### config.mk
export PLATFORM = sky130hd
export DESIGN_NAME = sensor_frame_resync_parser_unit
export DESIGN_NICKNAME = d
export VERILOG_FILES = /design/src/sfrp_pkg.sv /design/src/sensor_frame_resync_parser_unit.sv /design/src/sfrp_store.sv
export SDC_FILE = /design/constraint.sdc
export NUM_CORES = 2
export LEC_CHECK = 0
export BUFFER_PORTS_ARGS = -buffer_cell sky130_fd_sc_hd__buf_2
export CAP_MARGIN = 20
export CORE_ASPECT_RATIO = 1.2
export CORE_MARGIN = 5
export CORE_UTILIZATION = 60
export CTS_BUF_LIST = sky130_fd_sc_hd__clkbuf_4 sky130_fd_sc_hd__clkbuf_8 sky130_fd_sc_hd__clkbuf_16
export DETAILED_ROUTE_END_ITERATION = 10
export PLACE_DENSITY_LB_ADDON = 0.15
export RECOVER_POWER = 50
export SYNTH_ARGS = -nofsm -noshare
export SYNTH_HDL_FRONTEND = slang
export SYNTH_SLANG_ARGS = --single-unit
### constraint.sdc
create_clock -name clk -period 41.9 [get_ports clk]
set_clock_uncertainty 0.1 [all_clocks]
set_input_delay 8.38 -clock clk [delete_from_list [all_inputs] [get_ports clk]]
set_output_delay 8.38 -clock clk [all_outputs]
set_load 0.1 [all_outputs]
### src/sfrp_pkg.sv
`timescale 1ns / 1ps
// ----------------------------------------------------------------------------
// sfrp_pkg
// Shared constants, types and helpers for the frame resync parser.
// ----------------------------------------------------------------------------
package sfrp_pkg;

  localparam int FRAME_BYTES      = 98;
  localparam int ROWS_PER_FRAME   = 10;
  localparam int CHANNELS_PER_ROW = 8;
  localparam int SAMPLE_BASE      = 16;
  localparam int BATTERY_AT       = 96;
  localparam int TIME_AT          = 3;
  localparam int KIND_AT          = 2;

  localparam int ADDR_W  = 7;
  localparam int ROW_W   = 4;
  localparam int CH_W    = 3;
  localparam int ODATA_W = 184;

  // APB register indexes
  localparam logic [1:0] REG_HEADER_FIRST  = 2'd0;
  localparam logic [1:0] REG_HEADER_SECOND = 2'd1;
  localparam logic [1:0] REG_FRAME_KIND    = 2'd2;
  localparam logic [1:0] REG_TAIL_VALUE    = 2'd3;

  localparam logic CMD_FEED = 1'b0;
  localparam logic CMD_DROP = 1'b1;

  typedef enum logic [3:0] {
    S_IDLE,
    S_SCAN_RD,
    S_SCAN_CMP,
    S_KIND_RD,
    S_KIND_CMP,
    S_TAIL_CMP,
    S_TM_RD,
    S_TM_USE,
    S_BAT_RD,
    S_BAT_USE,
    S_ROW_RD,
    S_ROW_USE,
    S_ROW_LD,
    S_STAT,
    S_OUT
  } state_t;

  // ring index: (a + b) mod FRAME_BYTES, both operands below FRAME_BYTES
  function automatic logic [ADDR_W-1:0] ring_add(input logic [ADDR_W-1:0] a,
                                                 input logic [ADDR_W-1:0] b);
    logic [ADDR_W:0] s;
    s = {1'b0, a} + {1'b0, b};
    if (s >= (ADDR_W+1)'(FRAME_BYTES)) s = s - (ADDR_W+1)'(FRAME_BYTES);
    return s[ADDR_W-1:0];
  endfunction

endpackage

### src/sensor_frame_resync_parser_unit.sv
`timescale 1ns / 1ps
// ----------------------------------------------------------------------------
// sensor_frame_resync_parser_unit
// Byte-stream frame parser that resyncs on a two-byte header.
// ----------------------------------------------------------------------------
// Usage:
//  - Input words arrive on s_*: s_tdata carries the byte, s_tuser the command
//    (feed or drop pending bytes). s_tready is high only while idle.
//  - Each input word yields one status word, or one word per sample row when a
//    frame completes (m_tuser high on row words, m_tlast on the final word).
//  - Header, type and tail bytes are set over the APB port; the user must
//    write them only while idle, as the block itself does not enforce it.
//  - Bytes live in a ring memory addressed from a head pointer; one read port
//    is shared by the header search, the frame check and the decode.
//  - Header search reads and compares each held byte in turn; a type or tail
//    mismatch drops one byte, then the search restarts from the front. A
//    status word is then loaded.
//  - Frame decode: the time and battery bytes are read, then each row reads its
//    channel bytes, loads the row word and waits for its handshake.
//  - The next input word can be taken from the cycle after the last result handshake.
// Reset clears fill level, head, counters and the config registers to their
// defaults. The memory is not cleared: only bytes below the fill level are read.
// When m_tready is low the result word holds in the output register and the
// sequencer waits.
// ----------------------------------------------------------------------------
module sensor_frame_resync_parser_unit (
  input  logic         clk,
  input  logic         rst,
  // input stream
  input  logic         s_tvalid,
  output logic         s_tready,
  input  logic [7:0]   s_tdata,   // [7:0] data_byte
  input  logic [0:0]   s_tuser,   // [0] command
  // result stream
  output logic         m_tvalid,
  input  logic         m_tready,
  // [3:0] row_number, [67:4] row_samples, [99:68] frame_time_ms,
  // [107:100] battery_level, [114:108] pending_count, [146:115] error_total,
  // [178:147] discard_total, rest zero
  output logic [sfrp_pkg::ODATA_W-1:0] m_tdata,
  output logic [0:0]   m_tuser,   // [0] frame_row_valid
  output logic         m_tlast,   // last_row
  // APB config
  input  logic         psel,
  input  logic         penable,
  input  logic         pwrite,
  input  logic [3:0]   paddr,
  input  logic [31:0]  pwdata,
  output logic [31:0]  prdata,
  output logic         pready
);

  localparam int AW = sfrp_pkg::ADDR_W;

  sfrp_pkg::state_t state, state_next;

  logic [AW-1:0] head, fill, idx;
  logic          prevm;
  logic [31:0]   err_cnt, disc_cnt;
  logic [31:0]   time_acc;
  logic [7:0]    batt;
  logic [63:0]   samples;
  logic [sfrp_pkg::ROW_W-1:0] row;
  logic [sfrp_pkg::CH_W-1:0]  ch;
  logic [7:0]    hdr_first, hdr_second, kind, tail;

  logic          in_acc, out_acc;
  logic [AW-1:0] rd_idx, rd_addr, wr_addr, at;
  logic [7:0]    rd_data, row_pos;
  logic          wr_en, row_in_frame, last_row_now;

  assign in_acc  = s_tvalid && s_tready;
  assign out_acc = m_tvalid && m_tready;
  assign s_tready = (state == sfrp_pkg::S_IDLE);
  assign at = idx - AW'(1);

  // sample byte position for the current row and channel
  assign row_pos = 8'(sfrp_pkg::SAMPLE_BASE)
                 + 8'(row) * 8'(sfrp_pkg::CHANNELS_PER_ROW) + 8'(ch);
  assign row_in_frame = row_pos < 8'(sfrp_pkg::FRAME_BYTES);
  assign last_row_now = (row == sfrp_pkg::ROW_W'(sfrp_pkg::ROWS_PER_FRAME - 1));

  // ---------------- APB ----------------
  assign pready = 1'b1;

  always_comb begin
    case (paddr[3:2])
      sfrp_pkg::REG_HEADER_FIRST:  prdata = {24'd0, hdr_first};
      sfrp_pkg::REG_HEADER_SECOND: prdata = {24'd0, hdr_second};
      sfrp_pkg::REG_FRAME_KIND:    prdata = {24'd0, kind};
      sfrp_pkg::REG_TAIL_VALUE:    prdata = {24'd0, tail};
      default:                     prdata = 32'd0;
    endcase
  end

  always_ff @(posedge clk) begin
    if (rst) begin
      hdr_first  <= 8'd170;
      hdr_second <= 8'd85;
      kind       <= 8'd1;
      tail       <= 8'd85;
    end else if (psel && penable && pwrite && pready) begin
      case (paddr[3:2])
        sfrp_pkg::REG_HEADER_FIRST:  hdr_first  <= pwdata[7:0];
        sfrp_pkg::REG_HEADER_SECOND: hdr_second <= pwdata[7:0];
        sfrp_pkg::REG_FRAME_KIND:    kind       <= pwdata[7:0];
        sfrp_pkg::REG_TAIL_VALUE:    tail       <= pwdata[7:0];
        default: ;
      endcase
    end
  end

  // ---------------- memory ----------------
  // full buffer: new byte lands on the oldest slot, head moves past it
  assign wr_en   = in_acc && (s_tuser[0] == sfrp_pkg::CMD_FEED);
  assign wr_addr = (fill == AW'(sfrp_pkg::FRAME_BYTES)) ? head
                                                         : sfrp_pkg::ring_add(head, fill);

  always_comb begin
    case (state)
      sfrp_pkg::S_KIND_RD:  rd_idx = AW'(sfrp_pkg::KIND_AT);
      sfrp_pkg::S_KIND_CMP: rd_idx = AW'(sfrp_pkg::FRAME_BYTES - 1);
      sfrp_pkg::S_BAT_RD:   rd_idx = AW'(sfrp_pkg::BATTERY_AT);
      sfrp_pkg::S_ROW_RD:   rd_idx = row_in_frame ? row_pos[AW-1:0] : '0;
      default:              rd_idx = idx;
    endcase
  end
  assign rd_addr = sfrp_pkg::ring_add(head, rd_idx);

  sfrp_store u_store (
    .clk     (clk),
    .wr_en   (wr_en),
    .wr_addr (wr_addr),
    .wr_data (s_tdata),
    .rd_addr (rd_addr),
    .rd_data (rd_data)
  );

  // ---------------- sequencer ----------------
  always_ff @(posedge clk) begin
    if (rst) state <= sfrp_pkg::S_IDLE;
    else     state <= state_next;
  end

  always_comb begin
    state_next = state;
    case (state)
      sfrp_pkg::S_IDLE: begin
        if (in_acc) begin
          state_next = (s_tuser[0] == sfrp_pkg::CMD_DROP) ? sfrp_pkg::S_STAT
                                                          : sfrp_pkg::S_SCAN_RD;
        end
      end
      sfrp_pkg::S_SCAN_RD: begin
        state_next = (idx == fill) ? sfrp_pkg::S_STAT : sfrp_pkg::S_SCAN_CMP;
      end
      sfrp_pkg::S_SCAN_CMP: begin
        if (prevm && rd_data == hdr_second) begin
          state_next = ((fill - at) < AW'(sfrp_pkg::FRAME_BYTES)) ? sfrp_pkg::S_STAT
                                                                  : sfrp_pkg::S_KIND_RD;
        end else begin
          state_next = sfrp_pkg::S_SCAN_RD;
        end
      end
      sfrp_pkg::S_KIND_RD:  state_next = sfrp_pkg::S_KIND_CMP;
      sfrp_pkg::S_KIND_CMP: begin
        state_next = (rd_data != kind) ? sfrp_pkg::S_SCAN_RD : sfrp_pkg::S_TAIL_CMP;
      end
      sfrp_pkg::S_TAIL_CMP: begin
        state_next = (rd_data != tail) ? sfrp_pkg::S_SCAN_RD : sfrp_pkg::S_TM_RD;
      end
      sfrp_pkg::S_TM_RD:  state_next = sfrp_pkg::S_TM_USE;
      sfrp_pkg::S_TM_USE: begin
        state_next = (idx == AW'(sfrp_pkg::TIME_AT + 3)) ? sfrp_pkg::S_BAT_RD
                                                         : sfrp_pkg::S_TM_RD;
      end
      sfrp_pkg::S_BAT_RD:  state_next = sfrp_pkg::S_BAT_USE;
      sfrp_pkg::S_BAT_USE: state_next = sfrp_pkg::S_ROW_RD;
      sfrp_pkg::S_ROW_RD:  state_next = sfrp_pkg::S_ROW_USE;
      sfrp_pkg::S_ROW_USE: begin
        state_next = (ch == sfrp_pkg::CH_W'(sfrp_pkg::CHANNELS_PER_ROW - 1))
                   ? sfrp_pkg::S_ROW_LD : sfrp_pkg::S_ROW_RD;
      end
      sfrp_pkg::S_ROW_LD: state_next = sfrp_pkg::S_OUT;
      sfrp_pkg::S_STAT:   state_next = sfrp_pkg::S_OUT;
      sfrp_pkg::S_OUT: begin
        if (out_acc) begin
          state_next = (m_tuser[0] && !last_row_now) ? sfrp_pkg::S_ROW_RD
                                                     : sfrp_pkg::S_IDLE;
        end
      end
      default: state_next = sfrp_pkg::S_IDLE;
    endcase
  end

  // ---------------- datapath ----------------
  always_ff @(posedge clk) begin
    if (rst) begin
      head     <= '0;
      fill     <= '0;
      err_cnt  <= '0;
      disc_cnt <= '0;
      m_tvalid <= 1'b0;
    end else begin
      case (state)
        sfrp_pkg::S_IDLE: begin
          if (in_acc) begin
            idx   <= '0;
            prevm <= 1'b0;
            if (s_tuser[0] == sfrp_pkg::CMD_DROP) begin
              fill <= '0;
            end else if (fill == AW'(sfrp_pkg::FRAME_BYTES)) begin
              err_cnt  <= err_cnt + 32'd1;
              disc_cnt <= disc_cnt + 32'd1;
              head     <= sfrp_pkg::ring_add(head, AW'(1));
            end else begin
              fill <= fill + AW'(1);
            end
          end
        end
        sfrp_pkg::S_SCAN_RD: begin
          if (idx == fill) begin
            // no header: keep a trailing first header byte, else empty
            if (prevm) begin
              disc_cnt <= disc_cnt + 32'(fill - AW'(1));
              head     <= sfrp_pkg::ring_add(head, fill - AW'(1));
              fill     <= AW'(1);
            end else begin
              disc_cnt <= disc_cnt + 32'(fill);
              fill     <= '0;
            end
          end
        end
        sfrp_pkg::S_SCAN_CMP: begin
          if (prevm && rd_data == hdr_second) begin
            disc_cnt <= disc_cnt + 32'(at);
            head     <= sfrp_pkg::ring_add(head, at);
            fill     <= fill - at;
          end else begin
            prevm <= (rd_data == hdr_first);
            idx   <= idx + AW'(1);
          end
        end
        sfrp_pkg::S_KIND_CMP, sfrp_pkg::S_TAIL_CMP: begin
          if ((state == sfrp_pkg::S_KIND_CMP && rd_data != kind) ||
              (state == sfrp_pkg::S_TAIL_CMP && rd_data != tail)) begin
            // bad frame: drop one byte and search again
            err_cnt  <= err_cnt + 32'd1;
            disc_cnt <= disc_cnt + 32'd1;
            head     <= sfrp_pkg::ring_add(head, AW'(1));
            fill     <= fill - AW'(1);
            idx      <= '0;
            prevm    <= 1'b0;
          end else if (state == sfrp_pkg::S_TAIL_CMP) begin
            fill     <= '0;
            idx      <= AW'(sfrp_pkg::TIME_AT);
            time_acc <= '0;
          end
        end
        sfrp_pkg::S_TM_USE: begin
          time_acc <= {time_acc[23:0], rd_data};
          idx      <= idx + AW'(1);
        end
        sfrp_pkg::S_BAT_USE: begin
          batt    <= rd_data;
          row     <= '0;
          ch      <= '0;
          samples <= '0;
        end
        sfrp_pkg::S_ROW_USE: begin
          samples[8*ch +: 8] <= row_in_frame ? rd_data : 8'd0;
          ch <= ch + sfrp_pkg::CH_W'(1);
        end
        sfrp_pkg::S_ROW_LD: begin
          m_tvalid <= 1'b1;
          m_tuser  <= 1'b1;
          m_tlast  <= last_row_now;
          m_tdata  <= {5'd0, disc_cnt, err_cnt, 7'd0, batt, time_acc, samples, row};
        end
        sfrp_pkg::S_STAT: begin
          m_tvalid <= 1'b1;
          m_tuser  <= 1'b0;
          m_tlast  <= 1'b1;
          m_tdata  <= {5'd0, disc_cnt, err_cnt, fill, 8'd0, 32'd0, 64'd0,
                       sfrp_pkg::ROW_W'(0)};
        end
        sfrp_pkg::S_OUT: begin
          if (out_acc) begin
            m_tvalid <= 1'b0;
            row      <= row + sfrp_pkg::ROW_W'(1);
            ch       <= '0;
            samples  <= '0;
          end
        end
        default: ;
      endcase
    end
  end

endmodule

### src/sfrp_store.sv
`timescale 1ns / 1ps
// ----------------------------------------------------------------------------
// sfrp_store
// Frame byte ring memory: one write port, one registered read port.
// ----------------------------------------------------------------------------
module sfrp_store (
  input  logic                         clk,
  input  logic                         wr_en,
  input  logic [sfrp_pkg::ADDR_W-1:0]  wr_addr,
  input  logic [7:0]                   wr_data,
  input  logic [sfrp_pkg::ADDR_W-1:0]  rd_addr,
  output logic [7:0]                   rd_data
);

  logic [7:0] mem [sfrp_pkg::FRAME_BYTES];

  always_ff @(posedge clk) begin
    if (wr_en) begin
      mem[wr_addr] <= wr_data;
    end
    rd_data <= mem[rd_addr];
  end

endmodule

==> qor.txt <==
ys async rst share: 0
GR Layer Usage met2: 0.453
FF-to-FF path depth: 24
H-tree Lvls: 3
leading area contributor after synthesis: edfxtp_1
antenna violations before repair: 7
vias: 33700
die area: 95800 um^2
Synth top area share: 0.605
Vias/cell: 6.20
DR iter-0 viols: 3353
max-slew violation count: 1304
Max Cap Viol: 17
final WL: 129 mm
Worst setup SP type: input port
CTS Sinks: 1207
Worst-path clk slew: 0.06 ns
share of post-route cells with drive strength above 1: 0.170
area grow syn2layout: 11.7%
M3 GR Usage: 0.0416
fmax: 55.1 MHz
DR pass1 iterations: 6
CTS root buffer: clkbuf_16
Setup-failing EPs final: 0
WP data required: 33.42 ns
nets: 4317
dominant cell by count in the synthesized netlist: edfxtp_1
GR peak layer: met2
status: finished with violations
average cell area after synthesis: 13.8 um^2
vias in the first global route: 32600
Worst-Margin Slew: 9.62 ns
CP arrival: 9.66 ns
CTS tree: yes
Seq/Total Area, Yosys: 0.651
Hold Crit Depth: 0
average routed wire per standard cell: 23.8 um
worst skew pair latency: 0.71 ns
Routed Antenna Nets: 0
cts hold-fix bufs: 0
commonest cells in the netlist: edfxtp_1 (1084), nand2_1 (304), nor2_1 (184)
CP endpoint kind: primary output
port bufs: 216
core area: 89200 um^2
Placed Instances: 5174
largest buffer count on any clock path: 3
Starting Density: 0.603
# DRC: 0
FP Rows: 120
crit path max fanout: 12
TNS Setup: 0 ns
all-layer global routing usage: 0.263
synth warn: 0
pin count of the biggest net entering global routing: 182
Synth area leaders: edfxtp_1 (60%), dfxtp_1 (4.6%), mux4_2 (4.4%)
class of the most critical setup path: input port to primary output
fin cells: 5426
Die Y: 338 um
postcts setup bufs: 0
Post-synth EDFFs: 1084
Syn Inst Count: 3911
register bit total from synthesis: 1207
Hold Crit Class: register to register
cell area after synthesis: 53800 um^2
boundary pin count: 273
Slew HR: -5.42
post-DP HPWL: 80.7 mm
first-pass GRT wire length: 196 mm
gr ovfl total: 0
fin crit period: 18.14 ns
gpl congestion: 0.905
failing checks: capacitance limit, slew limit
post-CTS sizing: 0
Top FF cell, synth: edfxtp_1
die width: 283 um
Distinct cells, synth: 94
final hold vios: 0
RSZ-0062 raised after global routing: false
Tcrit/Tclk final: 0.433
TritonCTS buffer count: 112
met1 usage: 0.336
-- flip-flops by register name (all words and copies together) (netlist names), 3 cells and up --
register         count
u_store.mem        784
m_tdata            179
samples             64
disc_cnt            32
err_cnt             32
time_acc            32
batt                 8
hdr_first            8
hdr_second           8
kind                 8
tail                 8
u_store.rd_data      8
fill                 7
head                 7
idx                  7
row                  4
state                4
ch                   3
-- area by class of cell --
cell class,instances,area [um^2]
fill,6280,29100
inverter,75,282
clock inverter,79,855
sequential,1207,35000
antenna,5,12.5
tap,1159,1450
multi-input combinational,2404,17500
clock buffer,129,2970
timing repair buffer,368,2090
-- path summary, 6_finish.rpt --
check | start | to | slack (ns)
setup / recovery | paddr[2] | prdata[4] | 23.76
hold / removal | disc_cnt[10]$_SDFFE_PP0P_ | m_tdata[157]$_DFFE_PP_ | 0.36
setup reg to reg | ch[1]$_SDFFCE_PN0P_ | u_store.rd_data[1]$_DFF_P_ | 32.18
hold reg to reg | disc_cnt[10]$_SDFFE_PP0P_ | m_tdata[157]$_DFFE_PP_ | 0.36
-- metrics by stage --
step                 util  hold slack [ns]  worst slack [ns]  cell area (um^2)
finish              0.674            0.359             23.76             60100
global placement    0.629            0.341             23.77             56100
floorplan               -            0.323             19.75             53900
global route        0.674            0.378             23.71             60100
CTS                 0.673            0.367             23.76             60000
detailed placement  0.630            0.352             23.77             56200
-- layout by cell type (no fill, tap or decap), types with 61 or more instances in the layout --
cell type,n
a21oi_1,178
buf_2,228
buf_4,87
clkbuf_16,113
dfxtp_1,123
edfxtp_1,1084
ha_1,90
inv_1,75
mux2i_1,183
mux4_2,104
nand2_1,304
nand3_1,146
nor2_1,185
nor2b_1,135
nor3_1,161
o21ai_0,93
o22ai_1,65
xnor2_1,61
xor2_1,78
-- per-layer routing --
metal / share of wire / wire length, um
met3: 0.074 / 9520
met4: 0.044 / 5730
met5: 0.00010 / 13
met1: 0.38 / 49100
met2: 0.50 / 64600
-- cell families (layout without fill, tap and decap cells) --
logic type	Yosys count	after routing	synth area share
other	2	35	0.000140
adder cells (fa/ha/maj)	97	97	0.0234
multiplexers	317	317	0.0838
AO/OA/AOI/OAI	657	657	0.0836
XOR/XNOR	140	140	0.0229
flip-flops	1207	1207	0.651
AND/OR/NAND/NOR	1163	1163	0.107
buffers and inverters	328	651	0.0284
-- worst max-delay path: stages --
cell and delay, ns:
buf_2 0.32, mux4_2 0.63, buf_2 0.32
Power is left out: the tool's default activity adds up to more than one toggle a clock period on the data nets, which glitch-free logic cannot reach.
